$ cat config.mk
export PLATFORM = sky130hd
export DESIGN_NAME = stepper_phase_sequencer_flat
export DESIGN_NICKNAME = d
export VERILOG_FILES = /design/src/rtl/core/sps_pkg.sv /design/src/rtl/core/sps_channels_if.sv /design/src/rtl/core/sps_ctrl.sv /design/src/rtl/core/sps_divider.sv /design/src/rtl/core/sps_datapath.sv /design/src/rtl/core/stepper_phase_sequencer.sv /design/src/flat_wrapper.sv
export SDC_FILE = /design/constraint.sdc
export NUM_CORES = 1
export LEC_CHECK = 0
export BUFFER_PORTS_ARGS = -buffer_cell sky130_fd_sc_hd__buf_4
export CORE_MARGIN = 2
export CORE_UTILIZATION = 51
export CTS_CLUSTER_SIZE = 25
export DETAILED_ROUTE_END_ITERATION = 6
export PLACE_DENSITY = 0.81
export SLEW_MARGIN = 10
export SYNTH_ARGS = -nofsm -noshare
export SYNTH_HDL_FRONTEND = slang
export SYNTH_SLANG_ARGS = --single-unit
$ cat constraint.sdc
create_clock -name clock -period 6.2 [get_ports clock]
set_clock_uncertainty 0.2 [all_clocks]
set_input_delay 1.24 -clock clock [delete_from_list [all_inputs] [get_ports clock]]
set_output_delay 1.24 -clock clock [all_outputs]
set_load 0.005 [all_outputs]
$ cat src/rtl/core/sps_pkg.sv
// Shared types, constants and coil pattern tables of the stepper phase sequencer.
package sps_pkg;

   localparam int ELAPSED_WIDTH_DEF = 26;
   localparam int DELAY_W           = 25;
   localparam int POS_W             = 16;
   localparam int SPR_W             = 16;
   localparam int RPM_W             = 10;
   localparam int DIV_W             = 26;
   localparam int CSR_IDX_W         = 2;
   localparam int CSR_DATA_W        = 16;

   localparam logic [DIV_W-1:0]   MINUTE_US   = 26'd60000000;
   localparam logic [SPR_W-1:0]   SPR_RESET   = 16'd200;
   localparam logic [SPR_W-1:0]   SPR_MIN     = 16'd2;
   localparam logic [RPM_W-1:0]   RPM_RESET   = 10'd60;
   localparam logic [RPM_W-1:0]   RPM_MIN     = 10'd1;
   localparam logic [DELAY_W-1:0] DELAY_RESET = 25'd5000;

   typedef enum logic [1:0] {
      OP_TICK    = 2'd0,
      OP_MOVE    = 2'd1,
      OP_RELEASE = 2'd2
   } op_type;

   typedef enum logic [CSR_IDX_W-1:0] {
      CSR_STEPS_PER_REV = 2'd0,
      CSR_SPEED_RPM     = 2'd1,
      CSR_FOUR_WIRE     = 2'd2,
      CSR_COIL_EN_USED  = 2'd3
   } csr_index_type;

   // Commands from the controller to the datapath.
   typedef struct packed {
      logic item_en;
      logic load_prod;
      logic div_start;
      logic div_pos_sel;
      logic store_delay;
      logic store_pos_mod;
   } sps_cmd_type;

   // Status from the datapath to the controller.
   typedef struct packed {
      logic recalc_req;
      logic div_done;
   } sps_status_type;

   function automatic logic [1:0] full2_pat(input logic [1:0] idx);
      logic [1:0] pat;
      case (idx)
         2'd0: pat = 2'h2;
         2'd1: pat = 2'h3;
         2'd2: pat = 2'h1;
         default: pat = 2'h0;
      endcase
      return pat;
   endfunction

   function automatic logic [3:0] full4_pat(input logic [1:0] idx);
      logic [3:0] pat;
      case (idx)
         2'd0: pat = 4'h5;
         2'd1: pat = 4'h6;
         2'd2: pat = 4'hA;
         default: pat = 4'h9;
      endcase
      return pat;
   endfunction

   function automatic logic [3:0] half4_pat(input logic [2:0] idx);
      logic [3:0] pat;
      case (idx)
         3'd0: pat = 4'h1;
         3'd1: pat = 4'h5;
         3'd2: pat = 4'h4;
         3'd3: pat = 4'h6;
         3'd4: pat = 4'h2;
         3'd5: pat = 4'hA;
         3'd6: pat = 4'h8;
         default: pat = 4'h9;
      endcase
      return pat;
   endfunction

   // Two-wire half step: the pins written are also the coils enabled.
   function automatic logic [1:0] half2_mask(input logic [2:0] idx);
      logic [1:0] m;
      case (idx)
         3'd0, 3'd4: m = 2'd1;
         3'd2, 3'd6: m = 2'd2;
         default: m = 2'd3;
      endcase
      return m;
   endfunction

   function automatic logic [1:0] half2_val(input logic [2:0] idx);
      logic [1:0] v;
      case (idx)
         3'd1, 3'd2: v = 2'd2;
         3'd3: v = 2'd3;
         3'd4, 3'd5: v = 2'd1;
         default: v = 2'd0;
      endcase
      return v;
   endfunction

endpackage

$ cat src/rtl/core/sps_channels_if.sv
// Valid/ready channel interfaces for the sequencer's command and result items.
interface sps_req_if;
   logic              valid;
   logic              ready;
   logic [1:0]        op;
   logic signed [15:0] move_steps;
   logic              half_mode;

   modport source (output valid, output op, output move_steps, output half_mode,
                   input ready);
   modport sink (input valid, input op, input move_steps, input half_mode,
                 output ready);
endinterface

interface sps_rsp_if;
   logic        valid;
   logic        ready;
   logic [3:0]  coil_pins;
   logic [1:0]  coil_enables;
   logic        busy_res;
   logic        stepped;
   logic [15:0] position;

   modport source (output valid, output coil_pins, output coil_enables,
                   output busy_res, output stepped, output position, input ready);
   modport sink (input valid, input coil_pins, input coil_enables,
                 input busy_res, input stepped, input position, output ready);
endinterface

$ cat src/rtl/core/sps_ctrl.sv
// Controller: item handshake and the sequence that recomputes the step delay.
module sps_ctrl
   import sps_pkg::*;
(
   input  logic           clock,
   input  logic           reset,
   input  logic           req_valid,
   output logic           req_ready,
   output logic           rsp_valid,
   input  logic           rsp_ready,
   input  sps_status_type status,
   output sps_cmd_type    cmd
);

   typedef enum logic [5:0] {
      ST_IDLE        = 6'b000001,
      ST_PREP        = 6'b000010,
      ST_START_DELAY = 6'b000100,
      ST_WAIT_DELAY  = 6'b001000,
      ST_START_POS   = 6'b010000,
      ST_WAIT_POS    = 6'b100000
   } state_type;

   state_type state_ff, state_in;
   logic      rsp_valid_ff, rsp_valid_in;

   assign req_ready = (state_ff == ST_IDLE) && (!rsp_valid_ff || rsp_ready);
   assign rsp_valid = rsp_valid_ff;

   always_comb begin
      state_in = state_ff;
      cmd = '0;
      cmd.item_en = req_valid && req_ready;
      case (state_ff)
         ST_IDLE: begin
            state_in = ST_IDLE;
         end
         ST_PREP: begin
            cmd.load_prod = 1'b1;
            state_in = ST_START_DELAY;
         end
         ST_START_DELAY: begin
            cmd.div_start = 1'b1;
            state_in = ST_WAIT_DELAY;
         end
         ST_WAIT_DELAY: begin
            if (status.div_done) begin
               cmd.store_delay = 1'b1;
               state_in = ST_START_POS;
            end
         end
         ST_START_POS: begin
            cmd.div_start = 1'b1;
            cmd.div_pos_sel = 1'b1;
            state_in = ST_WAIT_POS;
         end
         ST_WAIT_POS: begin
            if (status.div_done) begin
               cmd.store_pos_mod = 1'b1;
               state_in = ST_IDLE;
            end
         end
         default: begin
            state_in = ST_IDLE;
         end
      endcase
      if (status.recalc_req) begin
         state_in = ST_PREP;
      end
   end

   always_comb begin
      if (cmd.item_en) begin
         rsp_valid_in = 1'b1;
      end else if (rsp_ready) begin
         rsp_valid_in = 1'b0;
      end else begin
         rsp_valid_in = rsp_valid_ff;
      end
   end

   always_ff @(posedge clock) begin
      if (reset) begin
         state_ff <= ST_IDLE;
         rsp_valid_ff <= 1'b0;
      end else begin
         state_ff <= state_in;
         rsp_valid_ff <= rsp_valid_in;
      end
   end

endmodule

$ cat src/rtl/core/sps_divider.sv
// Restoring divider that produces one quotient bit per cycle.
module sps_divider #(
   parameter int W = 26
) (
   input  logic         clock,
   input  logic         reset,
   input  logic         start,
   input  logic [W-1:0] dividend,
   input  logic [W-1:0] divisor,
   output logic         done,
   output logic [W-1:0] quotient,
   output logic [W-1:0] remainder
);

   localparam int CNT_W = $clog2(W + 1);

   logic [W-1:0]     quo_ff, quo_in;
   logic [W-1:0]     rem_ff, rem_in;
   logic [W-1:0]     dsr_ff, dsr_in;
   logic [CNT_W-1:0] cnt_ff, cnt_in;
   logic             busy_ff, busy_in;
   logic             done_ff, done_in;
   logic [W:0]       rem_try;
   logic             fits;

   assign rem_try = {rem_ff, quo_ff[W-1]};
   assign fits = rem_try >= {1'b0, dsr_ff};

   always_comb begin
      quo_in = quo_ff;
      rem_in = rem_ff;
      dsr_in = dsr_ff;
      cnt_in = cnt_ff;
      busy_in = busy_ff;
      done_in = 1'b0;
      if (start) begin
         quo_in = dividend;
         rem_in = '0;
         dsr_in = divisor;
         cnt_in = CNT_W'(W);
         busy_in = 1'b1;
      end else if (busy_ff) begin
         if (fits) begin
            rem_in = W'(rem_try - {1'b0, dsr_ff});
         end else begin
            rem_in = rem_try[W-1:0];
         end
         quo_in = {quo_ff[W-2:0], fits};
         cnt_in = cnt_ff - 1'b1;
         if (cnt_ff == CNT_W'(1)) begin
            busy_in = 1'b0;
            done_in = 1'b1;
         end
      end
   end

   always_ff @(posedge clock) begin
      if (reset) begin
         busy_ff <= 1'b0;
         done_ff <= 1'b0;
         cnt_ff <= '0;
      end else begin
         busy_ff <= busy_in;
         done_ff <= done_in;
         cnt_ff <= cnt_in;
      end
      quo_ff <= quo_in;
      rem_ff <= rem_in;
      dsr_ff <= dsr_in;
   end

   assign done = done_ff;
   assign quotient = quo_ff;
   assign remainder = rem_ff;

endmodule

$ cat src/rtl/core/sps_datapath.sv
// Datapath: configuration, motion state, step timing and coil pattern logic.
module sps_datapath
   import sps_pkg::*;
#(
   parameter int ELAPSED_WIDTH = ELAPSED_WIDTH_DEF
) (
   input  logic                  clock,
   input  logic                  reset,
   input  logic                  csr_we,
   input  logic [CSR_IDX_W-1:0]  csr_index,
   input  logic [CSR_DATA_W-1:0] csr_data,
   input  sps_cmd_type           cmd,
   output sps_status_type        status,
   input  logic [1:0]            op,
   input  logic signed [15:0]    move_steps,
   input  logic                  half_mode,
   output logic [3:0]            coil_pins,
   output logic [1:0]            coil_enables,
   output logic                  busy_res,
   output logic                  stepped,
   output logic [POS_W-1:0]      position
);

   localparam int CMP_W = (ELAPSED_WIDTH > DELAY_W) ? ELAPSED_WIDTH : DELAY_W;
   localparam logic [ELAPSED_WIDTH-1:0] ELAPSED_MAX = '1;

   // Configuration registers.
   logic [SPR_W-1:0] spr_ff;
   logic [RPM_W-1:0] rpm_ff;
   logic             four_wire_ff;
   logic             en_used_ff;

   // Motion state.
   logic [POS_W-1:0]         position_ff, position_in;
   logic [POS_W-1:0]         pos_mod_ff, pos_mod_in;
   logic                     forward_ff, forward_in;
   logic [15:0]              steps_ff, steps_in;
   logic [ELAPSED_WIDTH-1:0] elapsed_ff, elapsed_in;
   logic [DELAY_W-1:0]       delay_ff, delay_in;
   logic [DELAY_W-1:0]       full_delay_ff, full_delay_in;
   logic                     half_ff, half_in;
   logic [3:0]               pins_ff, pins_in;
   logic [1:0]               enables_ff, enables_in;
   logic                     stepped_ff, stepped_in;
   logic [DIV_W-1:0]         prod_ff;

   logic [SPR_W-1:0]         spr_eff;
   logic [RPM_W-1:0]         rpm_eff;
   logic [DIV_W-1:0]         div_dividend, div_divisor, div_quo, div_rem;
   logic                     div_done;
   logic [ELAPSED_WIDTH-1:0] elapsed_inc;
   logic                     slot;
   logic                     blocked;
   logic [1:0]               inc;
   logic [POS_W:0]           pos_base;
   logic [POS_W-1:0]         pos_next;
   logic [15:0]              raw;

   assign spr_eff = (spr_ff < SPR_MIN) ? SPR_MIN : spr_ff;
   assign rpm_eff = (rpm_ff < RPM_MIN) ? RPM_MIN : rpm_ff;

   assign status.recalc_req = csr_we && ((csr_index == CSR_STEPS_PER_REV) ||
                                         (csr_index == CSR_SPEED_RPM));
   assign status.div_done = div_done;

   // Delay is 60e6 / (rpm * spr); the remainder pass brings the position below spr.
   assign div_dividend = cmd.div_pos_sel ? DIV_W'(position_ff) : MINUTE_US;
   assign div_divisor  = cmd.div_pos_sel ? DIV_W'(spr_eff) : prod_ff;

   sps_divider #(.W(DIV_W)) u_divider (
      .clock     (clock),
      .reset     (reset),
      .start     (cmd.div_start),
      .dividend  (div_dividend),
      .divisor   (div_divisor),
      .done      (div_done),
      .quotient  (div_quo),
      .remainder (div_rem)
   );

   assign elapsed_inc = (elapsed_ff == ELAPSED_MAX) ? elapsed_ff : elapsed_ff + 1'b1;
   assign slot = (steps_ff != '0) && (CMP_W'(elapsed_inc) >= CMP_W'(delay_ff));
   assign blocked = half_ff && !four_wire_ff && !en_used_ff;
   assign inc = half_ff ? 2'd1 : 2'd2;
   assign pos_base = forward_ff ? ({1'b0, pos_mod_ff} + (POS_W+1)'(inc))
                                : ({1'b0, pos_mod_ff} + {1'b0, spr_eff} - (POS_W+1)'(inc));
   assign pos_next = (pos_base >= {1'b0, spr_eff}) ? POS_W'(pos_base - {1'b0, spr_eff})
                                                  : pos_base[POS_W-1:0];
   assign raw = move_steps;

   always_comb begin
      position_in = position_ff;
      pos_mod_in = pos_mod_ff;
      forward_in = forward_ff;
      steps_in = steps_ff;
      elapsed_in = elapsed_ff;
      delay_in = delay_ff;
      full_delay_in = full_delay_ff;
      half_in = half_ff;
      pins_in = pins_ff;
      enables_in = enables_ff;
      stepped_in = stepped_ff;

      if (cmd.store_delay) begin
         full_delay_in = div_quo[DELAY_W-1:0];
         delay_in = div_quo[DELAY_W-1:0];
      end
      if (cmd.store_pos_mod) begin
         pos_mod_in = div_rem[POS_W-1:0];
      end

      if (cmd.item_en) begin
         stepped_in = 1'b0;
         case (op)
            OP_TICK: begin
               elapsed_in = elapsed_inc;
               if (slot) begin
                  steps_in = steps_ff - 1'b1;
                  elapsed_in = '0;
                  stepped_in = 1'b1;
                  if (!blocked) begin
                     delay_in = half_ff ? (full_delay_ff >> 1) : full_delay_ff;
                     position_in = pos_next;
                     pos_mod_in = pos_next;
                     if (!half_ff) begin
                        if (en_used_ff) begin
                           enables_in = 2'd3;
                        end
                        if (four_wire_ff) begin
                           pins_in = full4_pat(pos_next[2:1]);
                        end else begin
                           pins_in = {pins_ff[3:2], full2_pat(pos_next[2:1])};
                        end
                     end else if (four_wire_ff) begin
                        pins_in = half4_pat(pos_next[2:0]);
                     end else begin
                        enables_in = half2_mask(pos_next[2:0]);
                        pins_in = (pins_ff & ~{2'b00, half2_mask(pos_next[2:0])})
                                  | {2'b00, half2_val(pos_next[2:0])};
                     end
                  end
               end
            end
            OP_MOVE: begin
               if (raw[15]) begin
                  steps_in = 16'd0 - raw;
                  forward_in = 1'b0;
               end else begin
                  steps_in = raw;
                  if (raw != '0) begin
                     forward_in = 1'b1;
                  end
               end
               half_in = half_mode;
            end
            OP_RELEASE: begin
               if (four_wire_ff) begin
                  pins_in = '0;
               end else if (en_used_ff) begin
                  enables_in = '0;
               end
            end
            default: begin
               stepped_in = 1'b0;
            end
         endcase
      end
   end

   always_ff @(posedge clock) begin
      if (reset) begin
         spr_ff <= SPR_RESET;
         rpm_ff <= RPM_RESET;
         four_wire_ff <= 1'b1;
         en_used_ff <= 1'b0;
         position_ff <= '0;
         pos_mod_ff <= '0;
         forward_ff <= 1'b0;
         steps_ff <= '0;
         elapsed_ff <= ELAPSED_MAX;
         delay_ff <= DELAY_RESET;
         full_delay_ff <= DELAY_RESET;
         half_ff <= 1'b0;
         pins_ff <= '0;
         enables_ff <= '0;
         stepped_ff <= 1'b0;
      end else begin
         if (csr_we) begin
            case (csr_index)
               CSR_STEPS_PER_REV: spr_ff <= csr_data[SPR_W-1:0];
               CSR_SPEED_RPM:     rpm_ff <= csr_data[RPM_W-1:0];
               CSR_FOUR_WIRE:     four_wire_ff <= csr_data[0];
               CSR_COIL_EN_USED:  en_used_ff <= csr_data[0];
               default:           en_used_ff <= en_used_ff;
            endcase
         end
         position_ff <= position_in;
         pos_mod_ff <= pos_mod_in;
         forward_ff <= forward_in;
         steps_ff <= steps_in;
         elapsed_ff <= elapsed_in;
         delay_ff <= delay_in;
         full_delay_ff <= full_delay_in;
         half_ff <= half_in;
         pins_ff <= pins_in;
         enables_ff <= enables_in;
         stepped_ff <= stepped_in;
      end
      if (cmd.load_prod) begin
         prod_ff <= DIV_W'(rpm_eff) * DIV_W'(spr_eff);
      end
   end

   assign coil_pins = pins_ff;
   assign coil_enables = enables_ff;
   assign busy_res = steps_ff != '0;
   assign stepped = stepped_ff;
   assign position = position_ff;

endmodule

$ cat src/rtl/core/stepper_phase_sequencer.sv
// Top level of the stepper phase sequencer: controller, datapath and assertions.
//
//   Channel    Direction  Handshake            Carries
//   req_chan   in         valid/ready          op, move_steps, half_mode
//   rsp_chan   out        valid/ready          coil_pins, coil_enables, busy_res,
//                                              stepped, position
//   csr_*      in         csr_we, no wait      csr_index, csr_data
//
// Every accepted item produces exactly one result item in the following cycle.
// An item is taken in every cycle while the controller is idle and the result
// register is empty or being drained, so ticks can run at one per clock.
// A write to steps_per_rev or speed_rpm starts two passes of the shared
// bit-serial divider (step delay, then position reduction); req_chan.ready
// stays low from then until both passes and their control steps are done.
// Reset is synchronous; it loads the default configuration and a 5000 us delay
// directly, so no division runs after reset.
// A stalled result holds its payload because the state it shows only changes
// when the next item is accepted.
module stepper_phase_sequencer
   import sps_pkg::*;
#(
   parameter int ELAPSED_WIDTH = ELAPSED_WIDTH_DEF
) (
   input  logic                  clock,
   input  logic                  reset,
   sps_req_if.sink               req_chan,
   sps_rsp_if.source             rsp_chan,
   input  logic                  csr_we,
   input  logic [CSR_IDX_W-1:0]  csr_index,
   input  logic [CSR_DATA_W-1:0] csr_data
);

   sps_cmd_type    cmd;
   sps_status_type status;

   // The controller owns both handshakes and sequences the delay recomputation.
   sps_ctrl u_ctrl (
      .clock     (clock),
      .reset     (reset),
      .req_valid (req_chan.valid),
      .req_ready (req_chan.ready),
      .rsp_valid (rsp_chan.valid),
      .rsp_ready (rsp_chan.ready),
      .status    (status),
      .cmd       (cmd)
   );

   // The datapath holds configuration and motion state; its state registers
   // are shown directly as the result payload.
   sps_datapath #(.ELAPSED_WIDTH(ELAPSED_WIDTH)) u_datapath (
      .clock        (clock),
      .reset        (reset),
      .csr_we       (csr_we),
      .csr_index    (csr_index),
      .csr_data     (csr_data),
      .cmd          (cmd),
      .status       (status),
      .op           (req_chan.op),
      .move_steps   (req_chan.move_steps),
      .half_mode    (req_chan.half_mode),
      .coil_pins    (rsp_chan.coil_pins),
      .coil_enables (rsp_chan.coil_enables),
      .busy_res     (rsp_chan.busy_res),
      .stepped      (rsp_chan.stepped),
      .position     (rsp_chan.position)
   );

   // A new result only appears right after an accepted item.
   a_rsp_follows_item: assert property (@(posedge clock) disable iff (reset)
      $rose(rsp_chan.valid) |-> $past(req_chan.valid && req_chan.ready))
      else $error("result item appeared without an accepted item");

   // A delay-affecting register write blocks items while the divider runs.
   a_recalc_blocks: assert property (@(posedge clock) disable iff (reset)
      (csr_we && ((csr_index == CSR_STEPS_PER_REV) || (csr_index == CSR_SPEED_RPM)))
      |=> !req_chan.ready)
      else $error("item could be accepted during delay recomputation");

   // Only a tick can consume a step slot.
   a_step_only_on_tick: assert property (@(posedge clock) disable iff (reset)
      (req_chan.valid && req_chan.ready && (req_chan.op != OP_TICK))
      |=> !rsp_chan.stepped)
      else $error("step reported for an item that is not a tick");

   // A step slot is only consumed while a move was in progress.
   a_step_needs_move: assert property (@(posedge clock) disable iff (reset)
      (req_chan.valid && req_chan.ready && !rsp_chan.busy_res) |=> !rsp_chan.stepped)
      else $error("step taken with no steps remaining");

endmodule
$ cat src/flat_wrapper.sv
// flat-port wrapper written by rule: the top's interface ports become plain ports
module stepper_phase_sequencer_flat import sps_pkg::*;
#(
   parameter int ELAPSED_WIDTH = ELAPSED_WIDTH_DEF
)
  (clock, reset, csr_we, csr_index, csr_data, req_chan_valid, req_chan_op, req_chan_move_steps, req_chan_half_mode, req_chan_ready, rsp_chan_valid, rsp_chan_coil_pins, rsp_chan_coil_enables, rsp_chan_busy_res, rsp_chan_stepped, rsp_chan_position, rsp_chan_ready);
  sps_req_if req_chan_i ();
  sps_rsp_if rsp_chan_i ();
  input  logic clock;
  input  logic reset;
  input  logic csr_we;
  input  logic [CSR_IDX_W-1:0] csr_index;
  input  logic [CSR_DATA_W-1:0] csr_data;
  input wire logic [$bits(req_chan_i.valid)-1:0] req_chan_valid;
  input wire logic [$bits(req_chan_i.op)-1:0] req_chan_op;
  input wire logic [$bits(req_chan_i.move_steps)-1:0] req_chan_move_steps;
  input wire logic [$bits(req_chan_i.half_mode)-1:0] req_chan_half_mode;
  output wire logic [$bits(req_chan_i.ready)-1:0] req_chan_ready;
  output wire logic [$bits(rsp_chan_i.valid)-1:0] rsp_chan_valid;
  output wire logic [$bits(rsp_chan_i.coil_pins)-1:0] rsp_chan_coil_pins;
  output wire logic [$bits(rsp_chan_i.coil_enables)-1:0] rsp_chan_coil_enables;
  output wire logic [$bits(rsp_chan_i.busy_res)-1:0] rsp_chan_busy_res;
  output wire logic [$bits(rsp_chan_i.stepped)-1:0] rsp_chan_stepped;
  output wire logic [$bits(rsp_chan_i.position)-1:0] rsp_chan_position;
  input wire logic [$bits(rsp_chan_i.ready)-1:0] rsp_chan_ready;
  assign req_chan_i.valid = req_chan_valid;
  assign req_chan_i.op = req_chan_op;
  assign req_chan_i.move_steps = req_chan_move_steps;
  assign req_chan_i.half_mode = req_chan_half_mode;
  assign req_chan_ready = req_chan_i.ready;
  assign rsp_chan_valid = rsp_chan_i.valid;
  assign rsp_chan_coil_pins = rsp_chan_i.coil_pins;
  assign rsp_chan_coil_enables = rsp_chan_i.coil_enables;
  assign rsp_chan_busy_res = rsp_chan_i.busy_res;
  assign rsp_chan_stepped = rsp_chan_i.stepped;
  assign rsp_chan_position = rsp_chan_i.position;
  assign rsp_chan_i.ready = rsp_chan_ready;
  stepper_phase_sequencer #(.ELAPSED_WIDTH(ELAPSED_WIDTH)) u_core (.clock(clock), .reset(reset), .req_chan(req_chan_i), .rsp_chan(rsp_chan_i), .csr_we(csr_we), .csr_index(csr_index), .csr_data(csr_data));
endmodule
==> impl_metrics.yaml, run 1 <==
logic_synthesis:
  seq_area_frac_synth: 0.290
  yosysUniqueCellTypes: 82
  syn_area_sq_um: 22000
  synthArstFlopShare: 0
  synth_edf_count: 78
  ys.flop_type: "dfxtp_1"
  synth.net_count: 2947
  syn_avg_cell_area_sq_um: 8.38
  ys_ff_latch: 279
  syn_inst: 2622
  synth_warnings: 0
sta:
  holdWs_ps: 258
  layout_min_cycle_time_ps: 6220
  max_slew_margin: 0.203
  tightest_slew_ps: 1190
  period_share: 1.00
  rsz0062_at_grt: "yes"
  max_freq_mhz: 161
  layout_setup_ws_ps: -19.7
  slew_viol_final: 0
  hold_viol: 0
  finalSetupViolations: 2
die:
  die_h_um: 212
  rows: 76
  design.core.area_sq_um: 42800
  dieArea_sq_um: 44800
  die_w_um: 212
  start_util: 0.513
  boundaryPins: 68
critical_path:
  crit_arrival_ps: 6370
  path_buf_inv: 2
  crit_required_ps: 6350
  path_delay_family: "adder cells"
  slowest_delay_ps: 600
  slowest_stage: "fa_1"
  cp-end-kind: "flip-flop"
  crit_chain: "nor4_4 > nand4_1 > nand2b_1 > buf_6 > nand2_4 > fa_1 > inv_2 > fa_1 > fa_1 > fa_1 > fa_1 > ha_4 > a21o_1 > a211o_4 > nor3_4 > a211oi_2 > a41oi_2 > nor3_2 > a311oi_2 > a31o_2 > xnor2_1"
  crit_path_frequent_cell: "fa_1"
  critPathKind: "reg2reg"
  critPathLaunchType: "flip-flop"
  cp_max_fo: 4
cts:
  cts_num_sinks: 279
  cts_tree: "done"
  insertion_delay_ps: 600
  clockRootBuffer: "clkbuf_16"
  cts.path.max_buffers: 3
  h-tree-depth: 1
  hold_buffers: 0
  clkTransAtPathRegs_ps: 70
  numCtsBuffers: 31
power_and_ir_drop:
  ir_worst_vdd_mv: 0.227
  leakage_nw: 10.9
  p_per_area_nw_per_um2: 288
  design_power_total_w: 0.00718
global_routing:
  grt_start_max_net_pins: 69
  grt_pass1_vias: 18800
  grt_pass1_wl_um: 94800
  overflow: 0
  grt_usage: 0.260
  antenna_found_initial: 0
final_layout:
  areaGrowthSynthToFinish_pct: 13.6
  final_common_cell: "nand2_1"
  final_nets: 3030
  final_cells: 3276
  final_layout_size_suffix_gt1_frac: 0.120
  diodes: 0
  layout_common_cells: "nand2_1 (386), inv_1 (234), dfxtp_1 (198)"
place:
  dp_cells: 3202
  gp_congestion: 0.985
  dp_hpwl_um: 44200
  io_buffer_count: 67
  pre_cts_ws_ps: -270
worst_hold_path:
  hp-class: "reg2reg"
status:
  violations: "negative setup slack"
  status: "finished, violations left"
route:
  via_per_inst: 5.98
  ant_nets: 0
  detail_route.iter0.violations: 1740
  wl_per_cell_um: 18.3
  dr.pass1.iters: 6
  wirelength_um: 60100
  vias: 19600
  drcViolationCount: 0
flow_run:
  max_cap_viol_count: 0
-- metal layers --
metal	track usage	up-vias	wire, um
li1	-	9252	-
met1	0.352	9385	25300
met2	0.430	836	28400
met3	0.0372	128	4750
met4	0.0804	0	1680
met5	0	-	0
-- through the flow --
| stage | area (sq um) | utilization | setup TNS (ps) |
|---|---|---|---|
| 2_1_floorplan | 22000 | - | 0 |
| 5_1_grt | 25000 | 0.583 | -1720 |
| 6_report | 25000 | 0.583 | -24.0 |
| 3_3_place_gp | 23400 | 0.547 | -300 |
| 3_5_place_dp | 23400 | 0.547 | -1320 |
| 4_1_cts | 24500 | 0.574 | 0 |
-- synth_stat cells, types with 17 or more instances --
cell type    n  area share
a211oi_1    57       0.019
a21o_1      47       0.016
a21oi_1    167       0.038
a31oi_1     24      0.0068
and2_1      70       0.020
and3_1      50       0.014
buf_2       17      0.0039
clkbuf_1   107       0.018
dfxtp_1    201        0.18
edfxtp_1    78        0.11
fa_1       115        0.10
ha_1       168       0.096
inv_1      240       0.041
mux2i_1     50       0.023
nand2_1    389       0.066
nand2b_1    17      0.0048
nand3_1     61       0.014
nand4_1     18      0.0051
nor2_1     160       0.027
nor2b_1     19      0.0054
nor3_1      40      0.0091
nor4_1      18      0.0051
o211ai_1    19      0.0065
o21a_1      25      0.0085
o21ai_0    137       0.031
or3_1       21      0.0060
xnor2_1     75       0.030
xor2_1      36       0.014
-- cell families (layout without fill, tap and decap cells) --
kind of cell	Yosys count	after routing	share of synthesized area
adders and majority gates	283	283	0.200
xor gates and xnor gates	111	111	0.0443
and+or+nand+nor	907	907	0.194
AOI/OAI and AO/OA	610	610	0.180
DFF	279	279	0.290
buffers and inverters	374	482	0.0652
muxes	58	58	0.0269
-- state kept, by name, summed over array words and instances (netlist names), 2 cells and up --
register,flops
u_core.u_ctrl.state_ff,6
u_core.u_datapath.steps_ff,16
u_core.u_datapath.spr_ff,16
u_core.u_datapath.elapsed_ff,26
u_core.u_datapath.u_divider.quotient,26
u_core.u_datapath.full_delay_ff,25
u_core.u_datapath.u_divider.dsr_ff,26
u_core.u_datapath.position,16
u_core.u_datapath.u_divider.cnt_ff,5
u_core.u_datapath.coil_pins,4
u_core.u_datapath.u_divider.remainder,26
u_core.u_datapath.pos_mod_ff,16
u_core.u_datapath.coil_enables,2
u_core.u_datapath.rpm_ff,10
u_core.u_datapath.delay_ff,25
u_core.u_datapath.prod_ff,26
-- power breakdown --
part	internal (W)	switching, W	total (W)
Clock	0.00111	0.000812	0.00192
Combinational	0.00138	0.00182	0.00320
Sequential	0.00197	0.0000974	0.00206
-- cell type report --
| cell class | instances | area, sq um |
|---|---|---|
| repair buffers | 181 | 1390 |
| clock buffers | 39 | 816 |
| multi-input cells | 1969 | 14600 |
| clock inverters | 19 | 230 |
| well taps | 546 | 683 |
| inverters | 243 | 915 |
| flip-flops and latches | 279 | 6370 |
| fillers | 3577 | 17800 |
-- path summary, 6_finish.rpt --
check | to | slack, ps | from | depth (start not counted)
max | u_core.u_datapath.prod_ff[25]$_DFFE_PP_ | -20 | u_core.u_datapath.spr_ff[4]$_SDFFE_PP0P_ | 21
min reg2reg | u_core.u_datapath.full_delay_ff[0]$_SDFFE_PP0P_ | 260 | u_core.u_datapath.full_delay_ff[0]$_SDFFE_PP0P_ | 2
max reg2reg | u_core.u_datapath.prod_ff[25]$_DFFE_PP_ | -20 | u_core.u_datapath.spr_ff[4]$_SDFFE_PP0P_ | 21
min | u_core.u_datapath.full_delay_ff[0]$_SDFFE_PP0P_ | 260 | u_core.u_datapath.full_delay_ff[0]$_SDFFE_PP0P_ | 2
-- worst reg2reg max path: stages, from the launching register on --
cell,delay (ps)
dfxtp_2,340
nor4_4,260
nand4_1,180
nand2b_1,190
buf_6,130
nand2_4,40
fa_1,510
inv_2,50
fa_1,550
fa_1,440
fa_1,520
fa_1,600
ha_4,210
a21o_1,170
a211o_4,380
nor3_4,140
a211oi_2,100
a41oi_2,300
nor3_2,80
a311oi_2,310
a31o_2,210
xnor2_1,60
-- what timing repair did --
item / CTS / global route
pin swaps: 17 / 53
cloned: 0 / 0
gates resized for setup: 15 / 72
endpoints found under the setup margin: 10 / 47
buffers inserted: 4 / 13
Note: power is estimated with default switching activity, not from simulation.
==> run 2: changes to the inputs <==
--- a/config.mk
+++ b/config.mk
@@ -6,4 +6,5 @@
 export NUM_CORES = 1
 export LEC_CHECK = 0
+export ABC_AREA = 1
 export BUFFER_PORTS_ARGS = -buffer_cell sky130_fd_sc_hd__buf_4
 export CORE_MARGIN = 2
==> constraint.sdc (replaced) <==
create_clock -name clock -period 6.2 [get_ports clock]
set_clock_uncertainty 0.2 [all_clocks]
set_input_delay 0 -clock clock [delete_from_list [all_inputs] [get_ports clock]]
set_output_delay 0 -clock clock [all_outputs]
set_load 0.005 [all_outputs]
==> impl_metrics.yaml, run 2 <==
route:
  dr.pass1.iters: 7
  via_per_inst: 5.42
  wl_per_cell_um: 16.0
  drcViolationCount: 2
  wirelength_um: 60200
  vias: 20300
  detail_route.iter0.violations: 1786
  ant_nets: 0
logic_synthesis:
  yosysUniqueCellTypes: 55
  syn_avg_cell_area_sq_um: 7.31
  syn_inst: 3014
  ys_ff_latch: 279
  synth_common_cells: "nand2_1 (696), inv_1 (511), o21ai_0 (238)"
  seq_area_frac_synth: 0.289
  synth_top_area_frac: 0.183
  synth_warnings: 0
  yosys.area.top_type: "dfxtp_1"
  synth.net_count: 3339
  syn_area_sq_um: 22000
  synth_edf_count: 78
  ys.flop_type: "dfxtp_1"
  synthArstFlopShare: 0
  yosysMostFrequentCell: "nand2_1"
  synth_area_leaders: "dfxtp_1 (18%), nand2_1 (12%), edfxtp_1 (11%)"
place:
  io_buffer_count: 67
  dp_hpwl_um: 43200
  placed_area_sq_um: 23200
  gp_congestion: 0.958
die:
  start_util: 0.514
  boundaryPins: 68
  die_w_um: 212
  die_h_um: 212
  rows: 76
  design.core.area_sq_um: 42900
  dieArea_sq_um: 44900
sta:
  slew_viol_final: 0
  finalSetupViolations: 0
  rsz0062_at_grt: "yes"
  period_share: 0.943
  max_freq_mhz: 171
  hold_viol: 0
  max_slew_margin: 0.308
  tightest_slew_ps: 1040
  layout_min_cycle_time_ps: 5850
final_layout:
  final_common_cell: "nand2_1"
  layout_common_cells: "nand2_1 (691), inv_1 (511), o21ai_0 (237)"
  diodes: 0
  regArea_sq_um: 6370
  final_nets: 3469
  final_layout_size_suffix_gt1_frac: 0.0732
  stdcell_area_sq_um: 25100
  multiInputGateArea_sq_um: 13300
  fill_cells: 3716
  areaGrowthSynthToFinish_pct: 14.2
critical_path:
  critPathLaunchType: "flip-flop"
  cp-end-kind: "flip-flop"
  critPathKind: "reg2reg"
  cp_max_fo: 5
  crit_arrival_ps: 5980
  crit_required_ps: 6330
power_and_ir_drop:
  leakage_nw: 12.3
  ir_worst_vdd_mv: 0.230
  design_power_total_w: 0.00659
  p_per_area_nw_per_um2: 262
global_routing:
  grt_usage: 0.267
  grt_pass1_vias: 19300
  grt_pass1_wl_um: 97100
  overflow: 0
  antenna_found_initial: 0
  grt_start_max_net_pins: 95
cts:
  insertion_delay_ps: 600
  cts_num_sinks: 279
  numCtsBuffers: 31
  cts.path.max_buffers: 3
  clockRootBuffer: "clkbuf_16"
  clkTransAtPathRegs_ps: 60
  cts_tree: "done"
  h-tree-depth: 1
flow_run:
  max_cap_viol_count: 0
worst_hold_path:
  hp-class: "in2reg"
status:
  status: "finished, violations left"
  violations: "design-rule violations"
run 2: timing repair:
action | 4_1_cts | 5_1_grt
hold buffers | 92 | 0
endpoints found under the hold margin | 117 | 0
setup endpoints to repair | 0 | 25
setup buffers | 0 | 3
resized for setup | 0 | 9
run 2: kinds of logic after synthesis:
kind of cell,count (synthesis),synth area share
AND/OR/NAND/NOR,1123,0.212
buffers and inverters,633,0.110
flip-flops,279,0.289
AO/OA/AOI/OAI,594,0.148
multiplexers,2,0.000909
adder cells (fa/ha/maj),283,0.200
XOR/XNOR,100,0.0398
run 2: power by group:
part,switching [W],internal [W]
Clock,0.000826,0.00103
Combinational,0.00165,0.00104
Sequential,0.0000698,0.00198
Total,0.00254,0.00405
run 2: through the flow:
stage | instances | setup WS [ps] | hold slack, ps | setup TNS, ps | util
2_1_floorplan | 3014 | 520 | -73.8 | 0 | -
3_3_place_gp | 3601 | 118 | 33.9 | 0 | 0.540
3_5_place_dp | 3601 | 39.9 | 35.5 | 0 | 0.540
4_1_cts | 3751 | 15.3 | 29.1 | 0 | 0.585
5_1_grt | 3754 | -70.8 | 87.7 | -164 | 0.586
6_report | 3754 | 354 | 61.8 | 0 | 0.586
run 2: area by class of cell:
type,instances,area share
Multi-Input combinational cell,2102,0.528
Sequential cell,279,0.253
Inverter,522,0.0780
Timing Repair Buffer,208,0.0712
Clock buffer,38,0.0335
Tap cell,585,0.0291
Clock inverter,20,0.00716
run 2: worst paths after layout:
path                                                    from                                              end  slack (ps)  depth (start not counted)
max                 u_core.u_datapath.spr_ff[9]$_SDFFE_PP0P_          u_core.u_datapath.prod_ff[22]$_DFFE_PP_         350                         21
min                                             csr_data[15]        u_core.u_datapath.spr_ff[15]$_SDFFE_PP0P_          60                          4
max reg2reg         u_core.u_datapath.spr_ff[9]$_SDFFE_PP0P_          u_core.u_datapath.prod_ff[22]$_DFFE_PP_         350                         21
min reg2reg  u_core.u_datapath.full_delay_ff[0]$_SDFFE_PP0P_  u_core.u_datapath.full_delay_ff[0]$_SDFFE_PP0P_         270                          2
run 2: critical path: stages, from the launching register on:
cell      delay (ps)
dfxtp_1          320
nor4_2           290
nand4_1          170
nand2_2          160
nand2_1           90
fa_1             490
fa_1             550
inv_1             60
fa_1             500
fa_1             520
fa_1             490
ha_1             380
nand2_1           90
o21ai_0          160
a21oi_1           80
o21ai_0          270
a21boi_1         140
o21ai_1          210
nand2_1           70
nand2_1          100
a31oi_1          100
xor2_1           150
run 2: layer usage:
metal,GRT usage,routed length (um),part of all wire,vias up
met4,0.0952,2140,0.036,0
met1,0.354,25400,0.42,9435
met2,0.448,28200,0.47,812
li1,-,-,-,9940
met3,0.0337,4480,0.074,151
met5,0,0,0,-
